==> src/rtl/sfl_pkg.sv <==
`timescale 1ns / 1ps
// ----------------------------------------------------------------------------
// sfl_pkg
// types, bus event codes and command characters of the flash loader
// ----------------------------------------------------------------------------
package sfl_pkg;

  // bus event codes
  localparam logic [3:0] MODE_NONE     = 4'd0;
  localparam logic [3:0] MODE_ADDR_WR  = 4'd1;
  localparam logic [3:0] MODE_BYTE_ACK = 4'd2;
  localparam logic [3:0] MODE_BYTE_NAK = 4'd3;
  localparam logic [3:0] MODE_STOP     = 4'd4;
  localparam logic [3:0] MODE_ADDR_RD  = 4'd5;
  localparam logic [3:0] MODE_SENT_ACK = 4'd6;
  localparam logic [3:0] MODE_TX_END   = 4'd7;
  localparam logic [3:0] MODE_BUS_ERR  = 4'd8;

  // bus reply kinds
  localparam logic [1:0] RK_NONE = 2'd0;
  localparam logic [1:0] RK_ACK  = 2'd1;
  localparam logic [1:0] RK_NACK = 2'd2;
  localparam logic [1:0] RK_STOP = 2'd3;

  // flash operations
  localparam logic [1:0] FOP_NONE  = 2'd0;
  localparam logic [1:0] FOP_FILL  = 2'd1;
  localparam logic [1:0] FOP_WRITE = 2'd2;
  localparam logic [1:0] FOP_BOOT  = 2'd3;

  // command and reply characters
  localparam logic [7:0] CH_QUERY    = 8'h3F; // '?'
  localparam logic [7:0] CH_SYNC     = 8'h21; // '!'
  localparam logic [7:0] CH_FILL     = 8'h66; // 'f'
  localparam logic [7:0] CH_FILL_RSP = 8'h46; // 'F'
  localparam logic [7:0] CH_WRITE    = 8'h77; // 'w'
  localparam logic [7:0] CH_WR_RSP   = 8'h57; // 'W'
  localparam logic [7:0] CH_BOOT     = 8'h62; // 'b'

  // fixed bytes ahead of the payload: command, address high, address low, length
  localparam int HDR_BYTES = 1 + 2 + 1;

  typedef struct packed {
    logic [1:0]  reply_kind;
    logic        tx_valid;
    logic [7:0]  tx_byte;
    logic [1:0]  flash_op;
    logic [15:0] flash_address;
    logic [15:0] flash_word;
    logic        last;
  } sfl_result_t;

  function automatic sfl_result_t sfl_reply(input logic [1:0] kind);
    sfl_result_t r;
    r = '0;
    r.reply_kind = kind;
    r.last       = 1'b1;
    return r;
  endfunction

  function automatic sfl_result_t sfl_flash(input logic [1:0] op,
                                            input logic [15:0] addr,
                                            input logic [15:0] word);
    sfl_result_t r;
    r = '0;
    r.flash_op      = op;
    r.flash_address = addr;
    r.flash_word    = word;
    return r;
  endfunction

endpackage

==> src/rtl/sfl_ifs.sv <==
`timescale 1ns / 1ps
// ----------------------------------------------------------------------------
// sfl channel interfaces
// bus event channel and result channel, valid/ready handshake
// ----------------------------------------------------------------------------
interface sfl_in_if;
  import sfl_pkg::*;
  logic       valid;
  logic       ready;
  logic [3:0] mode;
  logic [7:0] data_byte;

  modport source (output valid, output mode, output data_byte, input ready);
  modport sink   (input valid, input mode, input data_byte, output ready);
endinterface

interface sfl_out_if;
  import sfl_pkg::*;
  logic        valid;
  logic        ready;
  logic [1:0]  reply_kind;
  logic        tx_valid;
  logic [7:0]  tx_byte;
  logic [1:0]  flash_op;
  logic [15:0] flash_address;
  logic [15:0] flash_word;
  logic        last;

  modport source (output valid, output reply_kind, output tx_valid, output tx_byte,
                  output flash_op, output flash_address, output flash_word,
                  output last, input ready);
  modport sink   (input valid, input reply_kind, input tx_valid, input tx_byte,
                  input flash_op, input flash_address, input flash_word,
                  input last, output ready);
endinterface

==> src/rtl/sfl_rx_mem.sv <==
`timescale 1ns / 1ps
// ----------------------------------------------------------------------------
// sfl_rx_mem
// receive byte store, one write and one registered read per cycle
// ----------------------------------------------------------------------------
module sfl_rx_mem #(
  parameter int STORE_SIZE = 36,
  parameter int IDX_W      = 6
) (
  input  logic             clk,
  input  logic             rst_n,
  input  logic             wr_en,
  input  logic [IDX_W-1:0] wr_idx,
  input  logic [7:0]       wr_data,
  input  logic             rd_en,
  input  logic [IDX_W-1:0] rd_idx,
  output logic [7:0]       rd_data
);
  localparam int AW = (STORE_SIZE > 1) ? $clog2(STORE_SIZE) : 1;

  logic [7:0]            mem [STORE_SIZE];
  logic [STORE_SIZE-1:0] vld_r;
  logic [7:0]            rdq_r;
  logic                  hit_r;
  logic [AW-1:0]         wa;
  logic [AW-1:0]         ra;
  logic                  in_range;

  assign wa       = wr_idx[AW-1:0];
  assign ra       = rd_idx[AW-1:0];
  assign in_range = (32'(rd_idx) < STORE_SIZE);

  always_ff @(posedge clk) begin
    if (wr_en) begin
      mem[wa] <= wr_data;
    end
    if (rd_en) begin
      rdq_r <= mem[ra];
    end
  end

  // never-written entries read as zero, as do indexes past the store
  always_ff @(posedge clk) begin
    if (!rst_n) begin
      vld_r <= '0;
      hit_r <= 1'b0;
    end else begin
      if (wr_en) begin
        vld_r[wa] <= 1'b1;
      end
      if (rd_en) begin
        hit_r <= in_range && vld_r[ra];
      end
    end
  end

  assign rd_data = rdq_r & {8{hit_r}};
endmodule

==> src/rtl/sfl_engine.sv <==
`timescale 1ns / 1ps
// ----------------------------------------------------------------------------
// sfl_engine
// event decoder and stop-time command sequencer around the receive store
// ----------------------------------------------------------------------------
module sfl_engine #(
  parameter int PAYLOAD_BYTES = 32
) (
  input  logic                 clk,
  input  logic                 rst_n,
  input  logic                 in_valid,
  output logic                 in_ready,
  input  logic [3:0]           in_mode,
  input  logic [7:0]           in_data,
  input  logic                 can_load,
  output logic                 res_load,
  output sfl_pkg::sfl_result_t res
);
  import sfl_pkg::*;

  localparam int STORE_SIZE = HDR_BYTES + PAYLOAD_BYTES;
  localparam int IDX_W      = $clog2(STORE_SIZE + 1);
  localparam int CNT_W      = $clog2(PAYLOAD_BYTES + 2);

  localparam logic [3:0] S_IDLE = 4'd0;
  localparam logic [3:0] S_CMD  = 4'd1;
  localparam logic [3:0] S_AH   = 4'd2;
  localparam logic [3:0] S_AL   = 4'd3;
  localparam logic [3:0] S_LEN  = 4'd4;
  localparam logic [3:0] S_LO   = 4'd5;
  localparam logic [3:0] S_HI   = 4'd6;
  localparam logic [3:0] S_FOUT = 4'd7;
  localparam logic [3:0] S_EMIT = 4'd8;

  logic [3:0]       state_r, state_nxt;
  logic [IDX_W-1:0] rx_pos_r, rx_pos_nxt;
  logic [7:0]       reply0_r, reply0_nxt;
  logic [7:0]       reply1_r, reply1_nxt;
  logic [5:0]       rpos_r, rpos_nxt;
  logic [1:0]       rlen_r, rlen_nxt;
  logic [7:0]       cmd_r, cmd_nxt;
  logic [15:0]      addr_r, addr_nxt;
  logic [7:0]       len_r, len_nxt;
  logic [CNT_W-1:0] lim_r, lim_nxt;
  logic [CNT_W-1:0] i_r, i_nxt;
  logic [7:0]       lo_r, lo_nxt;
  logic [15:0]      word_r, word_nxt;
  sfl_result_t      pend_r, pend_nxt;

  logic             mem_we;
  logic             mem_re;
  logic [IDX_W-1:0] rd_idx;
  logic [7:0]       rd_data;

  logic [CNT_W-1:0] i_step;
  logic [CNT_W-1:0] lim_new;
  logic [5:0]       rpos_inc;
  logic [7:0]       tx_b;
  sfl_result_t      tx_res;

  sfl_rx_mem #(
    .STORE_SIZE(STORE_SIZE),
    .IDX_W     (IDX_W)
  ) u_mem (
    .clk    (clk),
    .rst_n  (rst_n),
    .wr_en  (mem_we),
    .wr_idx (rx_pos_r),
    .wr_data(in_data),
    .rd_en  (mem_re),
    .rd_idx (rd_idx),
    .rd_data(rd_data)
  );

  assign i_step   = i_r + CNT_W'(2);
  assign lim_new  = (32'(rd_data) < PAYLOAD_BYTES) ? CNT_W'(rd_data)
                                                   : CNT_W'(PAYLOAD_BYTES);
  assign rpos_inc = (rpos_r != 6'd63) ? rpos_r + 6'd1 : rpos_r;
  assign tx_b     = (rpos_r == 6'd0) ? reply0_r :
                    (rpos_r == 6'd1) ? reply1_r : 8'd0;

  always_comb begin
    tx_res          = sfl_reply((rpos_inc < 6'(rlen_r)) ? RK_ACK : RK_NACK);
    tx_res.tx_valid = 1'b1;
    tx_res.tx_byte  = tx_b;
  end

  always_comb begin
    state_nxt  = state_r;
    rx_pos_nxt = rx_pos_r;
    reply0_nxt = reply0_r;
    reply1_nxt = reply1_r;
    rpos_nxt   = rpos_r;
    rlen_nxt   = rlen_r;
    cmd_nxt    = cmd_r;
    addr_nxt   = addr_r;
    len_nxt    = len_r;
    lim_nxt    = lim_r;
    i_nxt      = i_r;
    lo_nxt     = lo_r;
    word_nxt   = word_r;
    pend_nxt   = pend_r;
    in_ready   = (state_r == S_IDLE);
    mem_we     = 1'b0;
    mem_re     = 1'b0;
    rd_idx     = '0;
    res        = pend_r;
    res_load   = 1'b0;

    unique case (state_r)
      S_IDLE: begin
        if (in_valid) begin
          unique case (in_mode)
            MODE_ADDR_WR: begin
              rx_pos_nxt = '0;
              pend_nxt   = sfl_reply(RK_ACK);
              state_nxt  = S_EMIT;
            end
            MODE_BYTE_ACK: begin
              // bytes past the store are dropped
              if (32'(rx_pos_r) < STORE_SIZE) begin
                mem_we     = 1'b1;
                rx_pos_nxt = rx_pos_r + IDX_W'(1);
              end
              pend_nxt  = sfl_reply(RK_ACK);
              state_nxt = S_EMIT;
            end
            MODE_BYTE_NAK: begin
              pend_nxt  = sfl_reply(RK_NACK);
              state_nxt = S_EMIT;
            end
            MODE_STOP: begin
              rpos_nxt  = '0;
              mem_re    = 1'b1;
              rd_idx    = IDX_W'(0);
              state_nxt = S_CMD;
            end
            MODE_ADDR_RD, MODE_SENT_ACK: begin
              rpos_nxt  = rpos_inc;
              pend_nxt  = tx_res;
              state_nxt = S_EMIT;
            end
            MODE_TX_END: begin
              pend_nxt  = sfl_reply(RK_ACK);
              state_nxt = S_EMIT;
            end
            MODE_BUS_ERR: begin
              pend_nxt  = sfl_reply(RK_STOP);
              state_nxt = S_EMIT;
            end
            default: begin
              state_nxt = S_IDLE;
            end
          endcase
        end
      end
      S_CMD: begin
        cmd_nxt   = rd_data;
        mem_re    = 1'b1;
        rd_idx    = IDX_W'(1);
        state_nxt = S_AH;
      end
      S_AH: begin
        addr_nxt[15:8] = rd_data;
        mem_re         = 1'b1;
        rd_idx         = IDX_W'(2);
        state_nxt      = S_AL;
      end
      S_AL: begin
        addr_nxt[7:0] = rd_data;
        mem_re        = 1'b1;
        rd_idx        = IDX_W'(3);
        state_nxt     = S_LEN;
      end
      S_LEN: begin
        len_nxt  = rd_data;
        lim_nxt  = lim_new;
        i_nxt    = '0;
        pend_nxt = sfl_reply(RK_ACK);
        unique case (cmd_r)
          CH_QUERY: begin
            reply0_nxt = CH_SYNC;
            rlen_nxt   = 2'd1;
            state_nxt  = S_EMIT;
          end
          CH_FILL: begin
            if (lim_new != '0) begin
              mem_re    = 1'b1;
              rd_idx    = IDX_W'(HDR_BYTES);
              state_nxt = S_LO;
            end else begin
              reply0_nxt = CH_FILL_RSP;
              reply1_nxt = rd_data;
              rlen_nxt   = 2'd2;
              state_nxt  = S_EMIT;
            end
          end
          CH_WRITE: begin
            reply0_nxt = CH_WR_RSP;
            reply1_nxt = 8'd1;
            rlen_nxt   = 2'd2;
            pend_nxt   = sfl_flash(FOP_WRITE, addr_r, 16'd0);
            state_nxt  = S_EMIT;
          end
          CH_BOOT: begin
            pend_nxt  = sfl_flash(FOP_BOOT, 16'd0, 16'd0);
            state_nxt = S_EMIT;
          end
          default: begin
            state_nxt = S_EMIT;
          end
        endcase
      end
      S_LO: begin
        lo_nxt    = rd_data;
        mem_re    = 1'b1;
        rd_idx    = IDX_W'(HDR_BYTES + 1) + IDX_W'(i_r);
        state_nxt = S_HI;
      end
      S_HI: begin
        word_nxt  = {rd_data, lo_r};
        state_nxt = S_FOUT;
      end
      S_FOUT: begin
        res = sfl_flash(FOP_FILL, addr_r + 16'(i_r), word_r);
        if (can_load) begin
          res_load = 1'b1;
          i_nxt    = i_step;
          if (i_step < lim_r) begin
            mem_re    = 1'b1;
            rd_idx    = IDX_W'(HDR_BYTES) + IDX_W'(i_step);
            state_nxt = S_LO;
          end else begin
            reply0_nxt = CH_FILL_RSP;
            reply1_nxt = len_r;
            rlen_nxt   = 2'd2;
            pend_nxt   = sfl_reply(RK_ACK);
            state_nxt  = S_EMIT;
          end
        end
      end
      S_EMIT: begin
        if (can_load) begin
          res_load = 1'b1;
          if (pend_r.last) begin
            state_nxt = S_IDLE;
          end else begin
            // a flash result held here is always followed by the acknowledge
            pend_nxt = sfl_reply(RK_ACK);
          end
        end
      end
      default: begin
        state_nxt = S_IDLE;
      end
    endcase
  end

  always_ff @(posedge clk) begin
    if (!rst_n) begin
      state_r  <= S_IDLE;
      rx_pos_r <= '0;
      reply0_r <= '0;
      reply1_r <= '0;
      rpos_r   <= '0;
      rlen_r   <= '0;
    end else begin
      state_r  <= state_nxt;
      rx_pos_r <= rx_pos_nxt;
      reply0_r <= reply0_nxt;
      reply1_r <= reply1_nxt;
      rpos_r   <= rpos_nxt;
      rlen_r   <= rlen_nxt;
    end
  end

  always_ff @(posedge clk) begin
    cmd_r  <= cmd_nxt;
    addr_r <= addr_nxt;
    len_r  <= len_nxt;
    lim_r  <= lim_nxt;
    i_r    <= i_nxt;
    lo_r   <= lo_nxt;
    word_r <= word_nxt;
    pend_r <= pend_nxt;
  end
endmodule

==> src/rtl/i2c_slave_flash_loader_top.sv <==
`timescale 1ns / 1ps
// ----------------------------------------------------------------------------
// i2c_slave_flash_loader_top
// i2c slave command engine that feeds flash fill, write and boot operations
// ----------------------------------------------------------------------------
// usage:
//  - in_ch carries one bus event word per handshake: mode and data_byte
//  - out_ch carries result words: bus reply, transmit byte, flash operation;
//    last marks the final word of one event, always the bus reply
//  - most events give one word; it is registered as pending, loaded into
//    the output register from S_EMIT, and then the next event is taken
//  - a stop reads the four header bytes from the receive store one by one,
//    then a fill command reads the low and high byte of each fill word
//    (S_LO, S_HI) and hands the word out from S_FOUT; the single read port
//    of the store is why the bytes are read one at a time
//  - undefined modes and mode none give no word and return to idle at once
//  - reset clears the control state, the reply and the store's valid bits
//    directly, so there is no clearing pass
//  - a stalled receiver holds the output register; the sequencer waits on
//    it and takes no new event until the current one is fully handed over,
//    but a new event is accepted while the final word still waits
// ----------------------------------------------------------------------------
module i2c_slave_flash_loader_top #(
  parameter int PAYLOAD_BYTES = 32
) (
  input  logic      clk,
  input  logic      rst_n,
  sfl_in_if.sink    in_ch,
  sfl_out_if.source out_ch
);
  import sfl_pkg::*;

  logic        can_load;
  logic        res_load;
  sfl_result_t res;

  // output register
  logic        out_valid_r;
  sfl_result_t out_data_r;

  // the engine may load when the slot is empty or being emptied
  assign can_load = !out_valid_r || out_ch.ready;

  sfl_engine #(
    .PAYLOAD_BYTES(PAYLOAD_BYTES)
  ) u_engine (
    .clk      (clk),
    .rst_n    (rst_n),
    .in_valid (in_ch.valid),
    .in_ready (in_ch.ready),
    .in_mode  (in_ch.mode),
    .in_data  (in_ch.data_byte),
    .can_load (can_load),
    .res_load (res_load),
    .res      (res)
  );

  always_ff @(posedge clk) begin
    if (!rst_n) begin
      out_valid_r <= 1'b0;
    end else if (res_load) begin
      out_valid_r <= 1'b1;
    end else if (out_ch.ready) begin
      out_valid_r <= 1'b0;
    end
  end

  always_ff @(posedge clk) begin
    if (res_load) begin
      out_data_r <= res;
    end
  end

  assign out_ch.valid         = out_valid_r;
  assign out_ch.reply_kind    = out_data_r.reply_kind;
  assign out_ch.tx_valid      = out_data_r.tx_valid;
  assign out_ch.tx_byte       = out_data_r.tx_byte;
  assign out_ch.flash_op      = out_data_r.flash_op;
  assign out_ch.flash_address = out_data_r.flash_address;
  assign out_ch.flash_word    = out_data_r.flash_word;
  assign out_ch.last          = out_data_r.last;
endmodule

==> src/flat_wrapper.sv <==
// flat-port wrapper written by rule: the top's interface ports become plain ports
module i2c_slave_flash_loader_top_flat import sfl_pkg::*;
#(
  parameter int PAYLOAD_BYTES = 32
)
  (clk, rst_n, in_ch_valid, in_ch_mode, in_ch_data_byte, in_ch_ready, out_ch_valid, out_ch_reply_kind, out_ch_tx_valid, out_ch_tx_byte, out_ch_flash_op, out_ch_flash_address, out_ch_flash_word, out_ch_last, out_ch_ready);
  sfl_in_if in_ch_i ();
  sfl_out_if out_ch_i ();
  input  logic clk;
  input  logic rst_n;
  input wire logic [$bits(in_ch_i.valid)-1:0] in_ch_valid;
  input wire logic [$bits(in_ch_i.mode)-1:0] in_ch_mode;
  input wire logic [$bits(in_ch_i.data_byte)-1:0] in_ch_data_byte;
  output wire logic [$bits(in_ch_i.ready)-1:0] in_ch_ready;
  output wire logic [$bits(out_ch_i.valid)-1:0] out_ch_valid;
  output wire logic [$bits(out_ch_i.reply_kind)-1:0] out_ch_reply_kind;
  output wire logic [$bits(out_ch_i.tx_valid)-1:0] out_ch_tx_valid;
  output wire logic [$bits(out_ch_i.tx_byte)-1:0] out_ch_tx_byte;
  output wire logic [$bits(out_ch_i.flash_op)-1:0] out_ch_flash_op;
  output wire logic [$bits(out_ch_i.flash_address)-1:0] out_ch_flash_address;
  output wire logic [$bits(out_ch_i.flash_word)-1:0] out_ch_flash_word;
  output wire logic [$bits(out_ch_i.last)-1:0] out_ch_last;
  input wire logic [$bits(out_ch_i.ready)-1:0] out_ch_ready;
  assign in_ch_i.valid = in_ch_valid;
  assign in_ch_i.mode = in_ch_mode;
  assign in_ch_i.data_byte = in_ch_data_byte;
  assign in_ch_ready = in_ch_i.ready;
  assign out_ch_valid = out_ch_i.valid;
  assign out_ch_reply_kind = out_ch_i.reply_kind;
  assign out_ch_tx_valid = out_ch_i.tx_valid;
  assign out_ch_tx_byte = out_ch_i.tx_byte;
  assign out_ch_flash_op = out_ch_i.flash_op;
  assign out_ch_flash_address = out_ch_i.flash_address;
  assign out_ch_flash_word = out_ch_i.flash_word;
  assign out_ch_last = out_ch_i.last;
  assign out_ch_i.ready = out_ch_ready;
  i2c_slave_flash_loader_top #(.PAYLOAD_BYTES(PAYLOAD_BYTES)) u_core (.clk(clk), .rst_n(rst_n), .in_ch(in_ch_i), .out_ch(out_ch_i));
endmodule
==> config.mk <==
export PLATFORM = sky130hd
export DESIGN_NAME = i2c_slave_flash_loader_top_flat
export DESIGN_NICKNAME = d
export VERILOG_FILES = /design/src/rtl/sfl_pkg.sv /design/src/rtl/sfl_ifs.sv /design/src/rtl/sfl_rx_mem.sv /design/src/rtl/sfl_engine.sv /design/src/rtl/i2c_slave_flash_loader_top.sv /design/src/flat_wrapper.sv
export SDC_FILE = /design/constraint.sdc
export NUM_CORES = 1
export LEC_CHECK = 0
export BUFFER_PORTS_ARGS = -buffer_cell sky130_fd_sc_hd__buf_2
export CORE_ASPECT_RATIO = 0.9
export CORE_MARGIN = 5
export CORE_UTILIZATION = 60
export CTS_CLUSTER_DIAMETER = 100
export DETAILED_ROUTE_END_ITERATION = 6
export PLACE_DENSITY = 0.81
export SLEW_MARGIN = 20
export SYNTH_ARGS = -nofsm -noshare
export SYNTH_HDL_FRONTEND = slang
export SYNTH_SLANG_ARGS = --single-unit
==> constraint.sdc <==
create_clock -name clk -period 10.55 [get_ports clk]
set_input_delay 1.055 -clock clk [delete_from_list [all_inputs] [get_ports clk]]
set_output_delay 1.055 -clock clk [all_outputs]
set_load 0.01 [all_outputs]
==> flow_metrics.py <==
metrics = {
    "clock_network": {
        "post-cts-setup-buffers": 0,
        "clkLatencyLatePin_ns": 0.57,
        "cts_resized": 0,
        "cts.clk_slew.worst_paths_ns": 0.06,
        "cts_tree": "built",
        "h-tree-depth": 2,
        "ctsRootBufferMaster": "clkbuf_16",
        "clock_path_buffers": 3,
        "clock-sinks": 505,
        "ctsHoldBuffers": 0,
        "numCtsBuffers": 48,
    },
    "place": {
        "placement.io_buffers": 63,
        "place.gp.congestion": 0.980,
        "hpwl_um": 29400,
        "placed_area_mm2": 0.0215,
        "placedCellCount": 2038,
    },
    "floorplanning": {
        "ios": 64,
        "core_area_mm2": 0.0342,
        "start_util_pct": 61.2,
        "die_y_um": 187,
        "dieArea_mm2": 0.0387,
        "std_cell_rows": 64,
        "fp.dieW_um": 207,
    },
    "logic_synthesis": {
        "yosysSeqAreaShare_pct": 69.3,
        "ys_top_cells_by_area": "edfxtp_1 63%, dfxtp_1 6.3%, nand2_1 3.9%, a211oi_1 3.4%, and3_1 2.7%",
        "synth-edff-count": 439,
        "synthFlopType": "edfxtp_1",
        "synth_area_mm2": 0.0209,
        "synthDistinctLibCells": 69,
        "synth_top_area_share_pct": 63.0,
        "synth_area_leader_cell": "edfxtp_1",
        "syn_inst": 1604,
        "synth_nets": 1639,
        "ys_seq_elements": 505,
        "yosys_warnings": 0,
        "async_flop_share_pct": 0,
        "avgSynthCellArea_um2": 13.1,
    },
    "detailed_routing": {
        "first_pass_iters": 6,
        "antenna_left": 0,
        "drt-total-wl_um": 48700,
        "drc": 0,
        "vias": 13700,
        "wire_per_inst_um": 22.9,
        "drt_iter0_drc": 1597,
        "viasPerCell": 6.45,
    },
    "global_routing": {
        "grt_pass1_wl_um": 75000,
        "track_usage_pct": 24.7,
        "grt_overflow": 0,
        "grt_max_degree": 151,
        "antenna_found_initial": 0,
        "grt_pass1_vias": 13100,
    },
    "timing": {
        "finalClockSkew_ns": 0.0188,
        "fmax_mhz": 214,
        "hold_viol": 0,
        "setup_viol": 0,
        "fin_setup_tns_ns": 0,
        "period_minus_slack_ns": 4.67,
        "relSlewSlack_pct": 25.1,
        "worstMarginPinSlew_ns": 1.12,
        "period_share_pct": 44.3,
        "rsz0062_at_grt": "false",
        "hold_slack_ns": 0.420,
        "drv_slew": 0,
    },
    "power": {
        "powerDensity_mw_per_mm2": 174,
        "total_power_mw": 4.00,
        "vdd_ir_drop_max_mv": 0.139,
        "p_leak_nw": 7.97,
    },
    "run_status": {
        "status": "finished, final reports clean",
    },
    "setup_path": {
        "end_kind": "register",
        "crit_arrival_ns": 4.96,
        "path_max_fanout": 92,
        "required_ns": 10.84,
        "path_class": "reg2reg",
        "cp-start-kind": "register",
    },
    "layout": {
        "layout_commonest_cell": "edfxtp_1",
        "seq_area_mm2": 0.0145,
        "layout.nets": 1662,
        "final_area_mm2": 0.0231,
        "layout_common_cells": "439 x edfxtp_1, 214 x nand2_1, 94 x a211oi_1, 90 x nor2_1, 89 x and3_1",
        "layout.cells.non_filler": 2127,
        "area_growth_pct": 10.2,
        "insertedDiodeCount": 0,
        "drive_gt1_share_pct": 10.0,
        "multi_input_area_mm2": 0.00589,
        "fillers": 2317,
    },
    "run": {
        "maxCapViolCount": 0,
    },
    "min_path": {
        "holdCritPathClass": "reg2reg",
    },
}
[sequential cells by signal, summed over array words and instances, names as in the netlist, 8 cells and up]
| signal | cells |
|---|---|
| u_core.u_engine.lo_r | 8 |
| u_core.u_engine.pend_r | 30 |
| u_core.out_ch.tx_byte | 8 |
| u_core.u_engine.len_r | 8 |
| u_core.out_ch.flash_word | 16 |
| u_core.u_engine.reply1_r | 8 |
| u_core.out_ch.flash_address | 16 |
| u_core.u_engine.word_r | 16 |
| u_core.u_engine.u_mem.vld_r | 36 |
| u_core.u_engine.u_mem.mem | 288 |
| u_core.u_engine.addr_r | 16 |
| u_core.u_engine.cmd_r | 8 |
| u_core.u_engine.u_mem.rdq_r | 8 |
[layout make-up]
| cell class | instances | area share (%) |
|---|---|---|
| Sequential cell | 505 | 62.9 |
| Multi-Input combinational cell | 960 | 25.5 |
| Clock buffer | 79 | 6.21 |
| Tap cell | 462 | 2.51 |
| Timing Repair Buffer | 78 | 1.91 |
| Inverter | 34 | 0.553 |
| Clock inverter | 9 | 0.429 |
[worst paths after layout]
kind | start | to | slack (ns) | cells after the start
setup reg to reg | u_core.u_engine.i_r[1] | u_core.u_engine.u_mem.rdq_r[5] | 5.88 | 14
hold / removal | u_core.u_engine.lo_r[0] | u_core.u_engine.word_r[0] | 0.42 | 0
setup / recovery | u_core.u_engine.i_r[1] | u_core.u_engine.u_mem.rdq_r[5] | 5.88 | 14
hold reg to reg | u_core.u_engine.lo_r[0] | u_core.u_engine.word_r[0] | 0.42 | 0
[cells in the mapped netlist (all sizes together), types with 30 or more instances]
library cell and number:
a211oi 95, a31oi 47, and2 43, and3 89
clkbuf 76, dfxtp 66, edfxtp 439, inv 34
nand2 216, nor2 92, o21a 40, o21ai 30
[logic make-up (layout without fill, tap and decap cells)]
logic type               after synthesis  after routing  share of synthesized area (%)
AO/OA/AOI/OAI                        342            342                           11.8
XOR/XNOR                              27             27                           1.13
adder cells (fa/ha/maj)               19             19                           1.17
buffers and inverters                139            200                           2.90
flip-flops                           505            505                           69.3
multiplexers                           6              6                          0.466
AND/OR/NAND/NOR                      566            566                           13.3
[routing by layer]
| metal | vias up | track usage (%) | part of all wire, % | wire length [µm] |
|---|---|---|---|---|
| li1 | 6106 | - | - | - |
| met3 | 118 | 4.65 | 9.7 | 4710 |
| met2 | 810 | 39.4 | 48 | 23300 |
| met1 | 6686 | 34.6 | 39 | 19000 |
| met5 | - | 0 | 0 | 0 |
| met4 | 0 | 8.74 | 3.6 | 1770 |
[worst max-delay path, cell delays in order, from the launching register on]
cell and delay [ns]:
edfxtp_1 0.52, ha_1 0.28, nand3_1 0.10, xor2_1 0.26, inv_1 0.08, ha_1 0.32, a21oi_1 0.30, nand3_2 0.17
or4_4 0.50, buf_4 0.42, and3_1 0.32, a211oi_1 0.21, a31oi_1 0.09, a211oi_1 0.68, nor4_1 0.14
[metrics by stage]
stage	util (%)	setup WS (ns)
2_1_floorplan	-	5.63
3_3_place_gp	62.9	6.04
3_5_place_dp	62.9	5.98
4_1_cts	67.4	5.95
5_1_grt	67.5	5.61
6_report	67.5	5.88
[report_power, final]
part | leakage [nW] | internal [mW] | switching, mW
Sequential | 4.51 | 2.19 | 0.00818
Clock | 0.746 | 0.974 | 0.714
Combinational | 2.71 | 0.0314 | 0.0843
No activity file was read; power rests on OpenSTA's default activity.
